`config.mk`:
```
export PLATFORM = sky130hd
export DESIGN_NAME = midi_note_duration_tracker
export DESIGN_NICKNAME = d
export VERILOG_FILES = /design/src/rtl/ndt_pkg.sv /design/src/rtl/ndt_mem.sv /design/src/rtl/ndt_cam.sv /design/src/rtl/midi_note_duration_tracker.sv
export SDC_FILE = /design/constraint.sdc
export NUM_CORES = 2
export LEC_CHECK = 0
export BUFFER_PORTS_ARGS = -buffer_cell sky130_fd_sc_hd__buf_4
export CAP_MARGIN = 20
export CELL_PAD_IN_SITES_DETAIL_PLACEMENT = 0
export CELL_PAD_IN_SITES_GLOBAL_PLACEMENT = 1
export CORE_ASPECT_RATIO = 2
export CORE_MARGIN = 4
export CORE_UTILIZATION = 25
export DETAILED_ROUTE_END_ITERATION = 10
export GPL_ROUTABILITY_DRIVEN = 0
export PLACE_DENSITY_LB_ADDON = 0.2
export SLEW_MARGIN = 20
export SYNTH_ARGS = -nofsm -noshare
export SYNTH_HDL_FRONTEND = slang
export SYNTH_HIERARCHICAL = 1
export SYNTH_SLANG_ARGS = --single-unit
```
`constraint.sdc`:
```
create_clock -name clk_i -period 15.7 [get_ports clk_i]
set_input_delay 0.785 -clock clk_i [delete_from_list [all_inputs] [get_ports clk_i]]
set_output_delay 0.785 -clock clk_i [all_outputs]
set_load 0.01 [all_outputs]
```
`src/rtl/ndt_pkg.sv`:
```
package ndt_pkg;

  typedef enum logic [1:0] {
    OP_START = 2'd0,
    OP_ON    = 2'd1,
    OP_OFF   = 2'd2,
    OP_STOP  = 2'd3
  } opcode_e;

  typedef enum logic [2:0] {
    K_CLOSED  = 3'd0,
    K_RETRIG  = 3'd1,
    K_STOPINC = 3'd2,
    K_BADCH   = 3'd3,
    K_STATUS  = 3'd4,
    K_REJECT  = 3'd5
  } kind_e;

  typedef enum logic [2:0] {
    S_IDLE,
    S_LOOK,
    S_RES,
    S_STAT,
    S_SCAN,
    S_SOUT
  } state_e;

  typedef enum logic [1:0] {
    CAM_NONE,
    CAM_SET,
    CAM_CLR,
    CAM_CLEAR_ALL
  } cam_op_e;

  typedef struct packed {
    logic [3:0] ch;
    logic [6:0] note;
  } key_t;

  typedef struct packed {
    key_t        key;
    logic [6:0]  vel;
    logic [31:0] start;
  } entry_t;

  typedef struct packed {
    cam_op_e op;
    key_t    key;
  } cam_cmd_t;

  localparam logic [15:0] MinDurReset = 16'd48;
  localparam logic [4:0]  ChLo        = 5'd1;
  localparam logic [4:0]  ChHi        = 5'd16;

  function automatic logic [31:0] sat_inc(logic [31:0] v);
    return (v == 32'hFFFF_FFFF) ? v : v + 32'd1;
  endfunction

endpackage

```
`src/rtl/ndt_mem.sv`:
```
module ndt_mem #(
  parameter int N  = 32,
  parameter int IW = 5
) (
  input  logic            clk_i,
  input  logic            we_i,
  input  logic [IW-1:0]   waddr_i,
  input  ndt_pkg::entry_t wdata_i,
  input  logic            re_i,
  input  logic [IW-1:0]   raddr_i,
  output ndt_pkg::entry_t rdata_o
);
  import ndt_pkg::*;

  entry_t mem_q [N];
  entry_t rdata_q;

  always_ff @(posedge clk_i) begin
    if (we_i) begin
      mem_q[waddr_i] <= wdata_i;
    end
    if (re_i) begin
      rdata_q <= mem_q[raddr_i];
    end
  end

  assign rdata_o = rdata_q;

endmodule

```
`src/rtl/ndt_cam.sv`:
```
module ndt_cam #(
  parameter int N  = 32,
  parameter int IW = 5,
  parameter int CW = 6
) (
  input  logic              clk_i,
  input  logic              rst_ni,
  input  ndt_pkg::cam_cmd_t cmd_i,
  input  logic [IW-1:0]     cmd_idx_i,
  input  ndt_pkg::key_t     look_key_i,
  input  logic              look_en_i,
  output logic              hit_o,
  output logic [IW-1:0]     hit_idx_o,
  output logic              free_o,
  output logic [IW-1:0]     free_idx_o,
  output logic              any_o,
  output logic [IW-1:0]     first_idx_o,
  output logic [CW-1:0]     count_o
);
  import ndt_pkg::*;

  logic [N-1:0] vld_q, vld_d;
  key_t         key_q [N];

  always_comb begin
    vld_d = vld_q;
    case (cmd_i.op)
      CAM_SET:       vld_d[cmd_idx_i] = 1'b1;
      CAM_CLR:       vld_d[cmd_idx_i] = 1'b0;
      CAM_CLEAR_ALL: vld_d = '0;
      default:       vld_d = vld_q;
    endcase
  end

  always_ff @(posedge clk_i or negedge rst_ni) begin
    if (!rst_ni) begin
      vld_q <= '0;
    end else begin
      vld_q <= vld_d;
    end
  end

  always_ff @(posedge clk_i) begin
    if (cmd_i.op == CAM_SET) begin
      key_q[cmd_idx_i] <= cmd_i.key;
    end
  end

  always_comb begin
    hit_o       = 1'b0;
    hit_idx_o   = '0;
    free_o      = 1'b0;
    free_idx_o  = '0;
    any_o       = 1'b0;
    first_idx_o = '0;
    count_o     = '0;
    for (int i = N - 1; i >= 0; i--) begin
      if (vld_q[i] && look_en_i && key_q[i] == look_key_i) begin
        hit_o     = 1'b1;
        hit_idx_o = IW'(i);
      end
      if (!vld_q[i]) begin
        free_o     = 1'b1;
        free_idx_o = IW'(i);
      end else begin
        any_o       = 1'b1;
        first_idx_o = IW'(i);
      end
    end
    for (int i = 0; i < N; i++) begin
      count_o = count_o + CW'(vld_q[i]);
    end
  end

endmodule

```
`src/rtl/midi_note_duration_tracker.sv`:
```
// an accepted transaction passes key lookup, entry ram read and result load; a retrigger then also loads a status
// a new transaction is taken only in idle, after the previous one has loaded its results
// stop while recording: each open note is read from the entry ram, then output; a final status follows
// reset: asynchronous, clears recording, counters and all entry valid bits
// min_duration_ticks resets to 48
module midi_note_duration_tracker #(
  parameter int MAX_ACTIVE = 32
) (
  input  logic        clk_i,
  input  logic        rst_ni,
  input  logic        psel,
  input  logic        penable,
  input  logic        pwrite,
  input  logic [2:0]  paddr,
  input  logic [31:0] pwdata,
  output logic [31:0] prdata,
  output logic        pready,
  input  logic        in_valid_i,
  output logic        in_ready_o,
  input  logic [1:0]  opcode_i,
  input  logic [4:0]  channel_i,
  input  logic [6:0]  note_number_i,
  input  logic [6:0]  velocity_i,
  input  logic [31:0] timestamp_i,
  output logic        out_valid_o,
  input  logic        out_ready_i,
  output logic [2:0]  kind_o,
  output logic [4:0]  out_channel_o,
  output logic [6:0]  out_note_o,
  output logic [6:0]  out_velocity_o,
  output logic [31:0] start_time_o,
  output logic [31:0] duration_o,
  output logic        last_o,
  output logic [31:0] notes_recorded_o,
  output logic [31:0] incomplete_notes_o,
  output logic [31:0] channel_errors_o,
  output logic        table_full_o,
  output logic        recording_o
);
  import ndt_pkg::*;

  localparam int IW = (MAX_ACTIVE > 1) ? $clog2(MAX_ACTIVE) : 1;
  localparam int CW = $clog2(MAX_ACTIVE + 1);

  state_e      state_q, state_d;
  opcode_e     op_q;
  logic [4:0]  ch_q;
  logic [6:0]  nn_q, vel_q;
  logic [31:0] ts_q;
  logic [15:0] min_q;
  logic        rec_q, rec_d;
  logic [31:0] started_q, started_d, inc_q, inc_d, bad_q, bad_d;
  logic        hit_q, free_q;
  logic [IW-1:0] hit_idx_q, free_idx_q;
  logic [CW-1:0] cnt_q;

  logic          cam_hit, cam_free, cam_any;
  logic [IW-1:0] cam_hit_idx, cam_free_idx, cam_first_idx, cam_idx;
  logic [CW-1:0] cam_count;
  cam_cmd_t      cam_cmd;
  key_t          look_key;
  logic          vch;

  logic          mem_we, mem_re;
  logic [IW-1:0] mem_waddr, mem_raddr;
  entry_t        mem_wdata, rd;

  logic        out_valid_q, out_free, out_load;
  kind_e       o_kind;
  logic [4:0]  o_ch;
  logic [6:0]  o_note, o_vel;
  logic [31:0] o_start, o_dur, dur;
  logic        o_last, o_full, short_dur;
  logic [32:0] inc_sum;

  logic [2:0]  kind_q;
  logic [4:0]  och_q;
  logic [6:0]  onote_q, ovel_q;
  logic [31:0] ostart_q, odur_q, ostarted_q, oinc_q, obad_q;
  logic        olast_q, ofull_q, orec_q;

  // apb register
  assign pready = 1'b1;
  assign prdata = (paddr[2] == 1'b0) ? {16'd0, min_q} : 32'd0;

  always_ff @(posedge clk_i or negedge rst_ni) begin
    if (!rst_ni) begin
      min_q <= MinDurReset;
    end else if (psel && penable && pwrite && pready && paddr[2] == 1'b0) begin
      min_q <= pwdata[15:0];
    end
  end

  assign vch       = (ch_q >= ChLo) && (ch_q <= ChHi);
  assign look_key  = '{ch: 4'(ch_q - 5'd1), note: nn_q};
  assign mem_wdata = '{key: look_key, vel: vel_q, start: ts_q};

  ndt_cam #(.N(MAX_ACTIVE), .IW(IW), .CW(CW)) u_cam (
    .clk_i       (clk_i),
    .rst_ni      (rst_ni),
    .cmd_i       (cam_cmd),
    .cmd_idx_i   (cam_idx),
    .look_key_i  (look_key),
    .look_en_i   (vch),
    .hit_o       (cam_hit),
    .hit_idx_o   (cam_hit_idx),
    .free_o      (cam_free),
    .free_idx_o  (cam_free_idx),
    .any_o       (cam_any),
    .first_idx_o (cam_first_idx),
    .count_o     (cam_count)
  );

  ndt_mem #(.N(MAX_ACTIVE), .IW(IW)) u_mem (
    .clk_i   (clk_i),
    .we_i    (mem_we),
    .waddr_i (mem_waddr),
    .wdata_i (mem_wdata),
    .re_i    (mem_re),
    .raddr_i (mem_raddr),
    .rdata_o (rd)
  );

  assign in_ready_o = (state_q == S_IDLE);
  assign out_free   = !out_valid_q || out_ready_i;
  assign dur        = ts_q - rd.start;
  assign short_dur  = dur < {16'd0, min_q};
  assign inc_sum    = {1'b0, inc_q} + 33'(cnt_q);

  always_comb begin
    state_d   = state_q;
    rec_d     = rec_q;
    started_d = started_q;
    inc_d     = inc_q;
    bad_d     = bad_q;
    cam_cmd   = '{op: CAM_NONE, key: look_key};
    cam_idx   = '0;
    mem_we    = 1'b0;
    mem_waddr = '0;
    mem_re    = 1'b0;
    mem_raddr = '0;
    out_load  = 1'b0;
    o_kind    = K_STATUS;
    o_ch      = ch_q;
    o_note    = nn_q;
    o_vel     = vel_q;
    o_start   = ts_q;
    o_dur     = '0;
    o_last    = 1'b1;
    o_full    = 1'b0;
    case (state_q)
      S_IDLE: begin
        if (in_valid_i) begin
          state_d = S_LOOK;
        end
      end
      S_LOOK: begin
        mem_re    = 1'b1;
        mem_raddr = cam_hit_idx;
        state_d   = S_RES;
      end
      S_RES: begin
        if (out_free) begin
          out_load = 1'b1;
          state_d  = S_IDLE;
          case (op_q)
            OP_START: begin
              if (rec_q) begin
                o_kind = K_REJECT;
              end else begin
                cam_cmd.op = CAM_CLEAR_ALL;
                rec_d      = 1'b1;
              end
            end
            OP_STOP: begin
              if (rec_q) begin
                out_load = 1'b0;
                rec_d    = 1'b0;
                inc_d    = inc_sum[32] ? 32'hFFFF_FFFF : inc_sum[31:0];
                state_d  = S_SCAN;
              end
            end
            default: begin
              if (rec_q && op_q == OP_ON && vel_q != 7'd0) begin
                if (!vch) begin
                  bad_d  = sat_inc(bad_q);
                  o_kind = K_BADCH;
                end else if (hit_q) begin
                  o_kind    = K_RETRIG;
                  o_vel     = rd.vel;
                  o_start   = rd.start;
                  o_dur     = short_dur ? 32'd0 : dur;
                  o_last    = 1'b0;
                  inc_d     = short_dur ? sat_inc(inc_q) : inc_q;
                  started_d = sat_inc(started_q);
                  mem_we    = 1'b1;
                  mem_waddr = hit_idx_q;
                  state_d   = S_STAT;
                end else if (free_q) begin
                  started_d  = sat_inc(started_q);
                  mem_we     = 1'b1;
                  mem_waddr  = free_idx_q;
                  cam_cmd.op = CAM_SET;
                  cam_idx    = free_idx_q;
                end else begin
                  o_full = 1'b1;
                end
              end else if (rec_q && hit_q) begin
                o_kind     = K_CLOSED;
                o_vel      = rd.vel;
                o_start    = rd.start;
                o_dur      = dur;
                cam_cmd.op = CAM_CLR;
                cam_idx    = hit_idx_q;
              end
            end
          endcase
        end
      end
      S_STAT: begin
        if (out_free) begin
          out_load = 1'b1;
          state_d  = S_IDLE;
        end
      end
      S_SCAN: begin
        if (cam_any) begin
          mem_re     = 1'b1;
          mem_raddr  = cam_first_idx;
          cam_cmd.op = CAM_CLR;
          cam_idx    = cam_first_idx;
          state_d    = S_SOUT;
        end else if (out_free) begin
          out_load = 1'b1;
          state_d  = S_IDLE;
        end
      end
      S_SOUT: begin
        if (out_free) begin
          out_load = 1'b1;
          o_kind   = K_STOPINC;
          o_ch     = {1'b0, rd.key.ch} + 5'd1;
          o_note   = rd.key.note;
          o_vel    = rd.vel;
          o_start  = rd.start;
          o_last   = 1'b0;
          state_d  = S_SCAN;
        end
      end
      default: state_d = S_IDLE;
    endcase
  end

  always_ff @(posedge clk_i or negedge rst_ni) begin
    if (!rst_ni) begin
      state_q     <= S_IDLE;
      rec_q       <= 1'b0;
      started_q   <= '0;
      inc_q       <= '0;
      bad_q       <= '0;
      out_valid_q <= 1'b0;
    end else begin
      state_q   <= state_d;
      rec_q     <= rec_d;
      started_q <= started_d;
      inc_q     <= inc_d;
      bad_q     <= bad_d;
      if (out_load) begin
        out_valid_q <= 1'b1;
      end else if (out_ready_i) begin
        out_valid_q <= 1'b0;
      end
    end
  end

  always_ff @(posedge clk_i) begin
    if (in_valid_i && in_ready_o) begin
      op_q  <= opcode_e'(opcode_i);
      ch_q  <= channel_i;
      nn_q  <= note_number_i;
      vel_q <= velocity_i;
      ts_q  <= timestamp_i;
    end
    if (state_q == S_LOOK) begin
      hit_q      <= cam_hit;
      hit_idx_q  <= cam_hit_idx;
      free_q     <= cam_free;
      free_idx_q <= cam_free_idx;
      cnt_q      <= cam_count;
    end
    if (out_load) begin
      kind_q     <= o_kind;
      och_q      <= o_ch;
      onote_q    <= o_note;
      ovel_q     <= o_vel;
      ostart_q   <= o_start;
      odur_q     <= o_dur;
      olast_q    <= o_last;
      ofull_q    <= o_full;
      ostarted_q <= started_d;
      oinc_q     <= inc_d;
      obad_q     <= bad_d;
      orec_q     <= rec_d;
    end
  end

  assign out_valid_o        = out_valid_q;
  assign kind_o             = kind_q;
  assign out_channel_o      = och_q;
  assign out_note_o         = onote_q;
  assign out_velocity_o     = ovel_q;
  assign start_time_o       = ostart_q;
  assign duration_o         = odur_q;
  assign last_o             = olast_q;
  assign notes_recorded_o   = ostarted_q;
  assign incomplete_notes_o = oinc_q;
  assign channel_errors_o   = obad_q;
  assign table_full_o       = ofull_q;
  assign recording_o        = orec_q;

  a_scan_not_rec: assert property (@(posedge clk_i) disable iff (!rst_ni)
    (state_q == S_SCAN || state_q == S_SOUT) |-> !rec_q)
    else $error("scan while recording");

  a_stat_after_load: assert property (@(posedge clk_i) disable iff (!rst_ni)
    (state_q == S_STAT) |-> out_valid_q)
    else $error("status without pending retrigger");

  a_accept_look: assert property (@(posedge clk_i) disable iff (!rst_ni)
    (in_valid_i && in_ready_o) |=> (state_q == S_LOOK))
    else $error("accepted transaction not looked up");

  a_rec_fall: assert property (@(posedge clk_i) disable iff (!rst_ni)
    $fell(rec_q) |-> (op_q == OP_STOP))
    else $error("recording ended without stop");

endmodule
```
==> impl_metrics.tcl <==
set metrics [dict create \
    status "finished clean" \
    end_kind "flop" \
    synthArstFlopShare 0.0619 \
    postSynthCellCount 6588 \
    max_slew_margin 0.214 \
    first_iter_violations 3514 \
    htreeDepth 4 \
    nets 7182 \
    route.detailed.wl_per_inst_um 26.2 \
    setup-tns-final_ps 0 \
    cts_sinks 2407 \
    worst_slew_pin_slew_ps 1180 \
    die-height_um 908 \
    hold_viol 0 \
    drv_slew 0 \
    ys_seq_area_frac 0.706 \
    synth_top_cell_by_area "edfxtp_1" \
    grt-ovfl-total 0 \
    drv_cap 0 \
    synth_edf_count 2258 \
    finalSetupViolCount 0 \
    port_buffers 279 \
    hp-class "primary input to flop" \
    finalCritPeriodShare 0.547 \
    grt_pass1_wl_mm 458 \
    r2r_start "ch_q[0]" \
    start_util 0.251 \
    area_delta_synth_final_pct 16.3 \
    chipWidth_um 458 \
    yosysTopAreaCellShare 0.670 \
    grt_max_degree 136 \
    synthTopCellsByCount "edfxtp_1, mux2i_1, nand2_1" \
    start_kind "flop" \
    max_freq_mhz 116 \
    largest_reg_flops 1600 \
    yosysUniqueCellTypes 95 \
    root_buffer "clkbuf_16" \
    final.min_clock_period_ps 8580 \
    timing.hold.ws_ps 125 \
    cts_setup_buffers 0 \
    clkTransAtPathRegs_ps 60 \
    path_cells "inv_4 -> ha_1 -> xor2_4 -> buf_4 -> buf_4 -> xor2_1 -> nor4_1 -> and3_1 -> nor4_1 -> o21ai_0 -> a21oi_1 -> nor4b_1 -> nor3_1 -> a22o_1 -> nor2b_4 -> buf_12 -> buf_4 -> a22o_1 -> nor3_1 -> a31oi_1 -> nand3_1" \
    crit_path_top_delay_cell "nor2b_4" \
    p_per_area_mw_per_mm2 133 \
    die_area_mm2 0.416 \
    clk_latency_ps 960 \
    antenna_found_initial 14 \
    fill_cells 40100 \
    finalClockSkew_ps 145 \
    ys_warn_count 6 \
    drc 0 \
    grt_usage 0.153 \
    critPathRequiredTime_ps 16330 \
    crit_top_cell "buf_4" \
    cts-buffers-inserted 231 \
    worstSetupStartpoint "ch_q[0]" \
    routed_via_density 4.63 \
    coreArea_mm2 0.403 \
    clk_path_buf_depth 4 \
    ctsResizeCount 0 \
    yosys_most_used_dff "edfxtp_1" \
    cts_tree "built" \
    rsz0062_at_grt "no" \
    rows 330 \
    drive_above_1_share 0.134 \
    cp.arrival_ps 9220 \
    holdCritStartpoint "pwdata[14]" \
    critPathKind "flop to flop" \
    synth_area_leaders "edfxtp_1, mux2i_1, dfrtp_1" \
    antenna_left 0 \
    max_stage_delay_ps 870 \
    avgSynthCellArea_um2 15.4 \
    grt_pass1_vias 60300 \
    num_vias 57800 \
    yosysMostFrequentCell "edfxtp_1" \
    hpwlAfterDp_mm 199 \
    netlist_area_mm2 0.101 \
    wirelength_mm 327 \
    ir_drop_mv 0.119 \
    leakagePower_uw 0.0376 \
    drtPass1Iterations 7 \
    path_max_fanout 92 \
    ys_ff_latch 2407 \
    regMostFlops "u_mem/mem_q" \
    io_pins 315 \
]
layout make-up:
cell class / instances / area [um^2] / share of cell area
sequential: 2407 / 71500 / 0.608
multi-input combinational: 3702 / 27300 / 0.232
tap: 5312 / 6650 / 0.0564
clock buffer: 296 / 6290 / 0.0534
timing repair buffer: 518 / 4300 / 0.0365
clock inverter: 119 / 1110 / 0.00945
inverter: 132 / 500 / 0.00425
antenna: 15 / 37.5 / 0.000319
logic make-up (layout without fill, tap and decap cells):
group           Yosys count  in the layout  synth area share
simple gates           1358           1358            0.0659
flops                  2407           2407             0.706
xor+xnor                454            454            0.0393
buf+inv                 494           1065            0.0282
fa+ha+maj                95             95            0.0137
compound gates          906            906            0.0594
mux                     872            872            0.0870
other cells               2             32         0.0000742
power breakdown:
group          switching, uW  internal (uW)
sequential               188           7610
combinational           1590            686
clock                   2500           3100
per-stage QoR:
step / cells / instance area [um^2] / worst slack, ps / util / total power, uW
final: 12500 / 118000 / 7120 / 0.292 / 15700
after global routing: 12500 / 118000 / 6530 / 0.292 / 16400
after CTS: 12500 / 118000 / 6830 / 0.292 / 16000
after detailed placement: 12000 / 110000 / 6850 / 0.272 / 10300
after global placement: 12000 / 110000 / 6900 / 0.272 / 10200
after floorplan: 6603 / 101000 / 5640 / - / 9190
worst paths after layout:
kind / to / slack, ps / depth (start not counted)
hold / removal: min_q[14] / 130 / 2
hold reg to reg: started_q[12] / 500 / 1
setup / recovery: u_mem/rdata_o[24] / 7120 / 21
max in group asynchronous: started_q[0] / 13730 / 3
min in group asynchronous: inc_q[26] / 470 / 2
setup reg to reg: u_mem/rdata_o[24] / 7120 / 21
timing repair:
action	CTS	global route
hold endpoints to repair	100	0
hold buffers	56	0
setup endpoints to repair	0	0
layout by cell type (no fill, tap or decap), types with 17 or more instances in the layout:
cell type,n
clkinv_2,36
nand4_1,66
nand2_1,360
nor2b_1,21
dfrtp_1,147
ha_1,69
xor2_1,344
mux2_2,64
conb_1,17
o211ai_1,23
bufinv_16,17
inv_1,130
and3_1,23
and2_1,20
fa_1,26
buf_4,439
clkbuf_8,18
nor4_1,134
nor2_4,34
a31oi_1,68
clkbuf_16,235
buf_12,17
dlygate4sd3_1,56
edfxtp_1,2258
a21o_1,55
mux2i_1,808
nor3_1,106
clkbuf_1,43
xnor2_1,108
nor2_1,217
a21oi_1,245
a22oi_1,161
a22o_1,105
o21ai_0,124
nand2b_1,19
nand3_1,246
clkinv_1,42
critical path: cells and delay by family, from the launching register on:
family                   cells  cell delay [ps]
AND/OR/NAND/NOR              8             2400
buffers and inverters        5             2820
adder cells (fa/ha/maj)      1              310
AO/OA/AOI/OAI                5             1710
flip-flops                   1              460
XOR/XNOR                     2              360
layer usage:
layer,part of all wire,track usage,vias to the layer above
li1,-,-,26000
met1,0.37,0.162,30300
met2,0.57,0.307,1075
met3,0.028,0.0145,452
met4,0.036,0.0536,0
met5,0,0,-
Power figures use the tool's default switching activity.
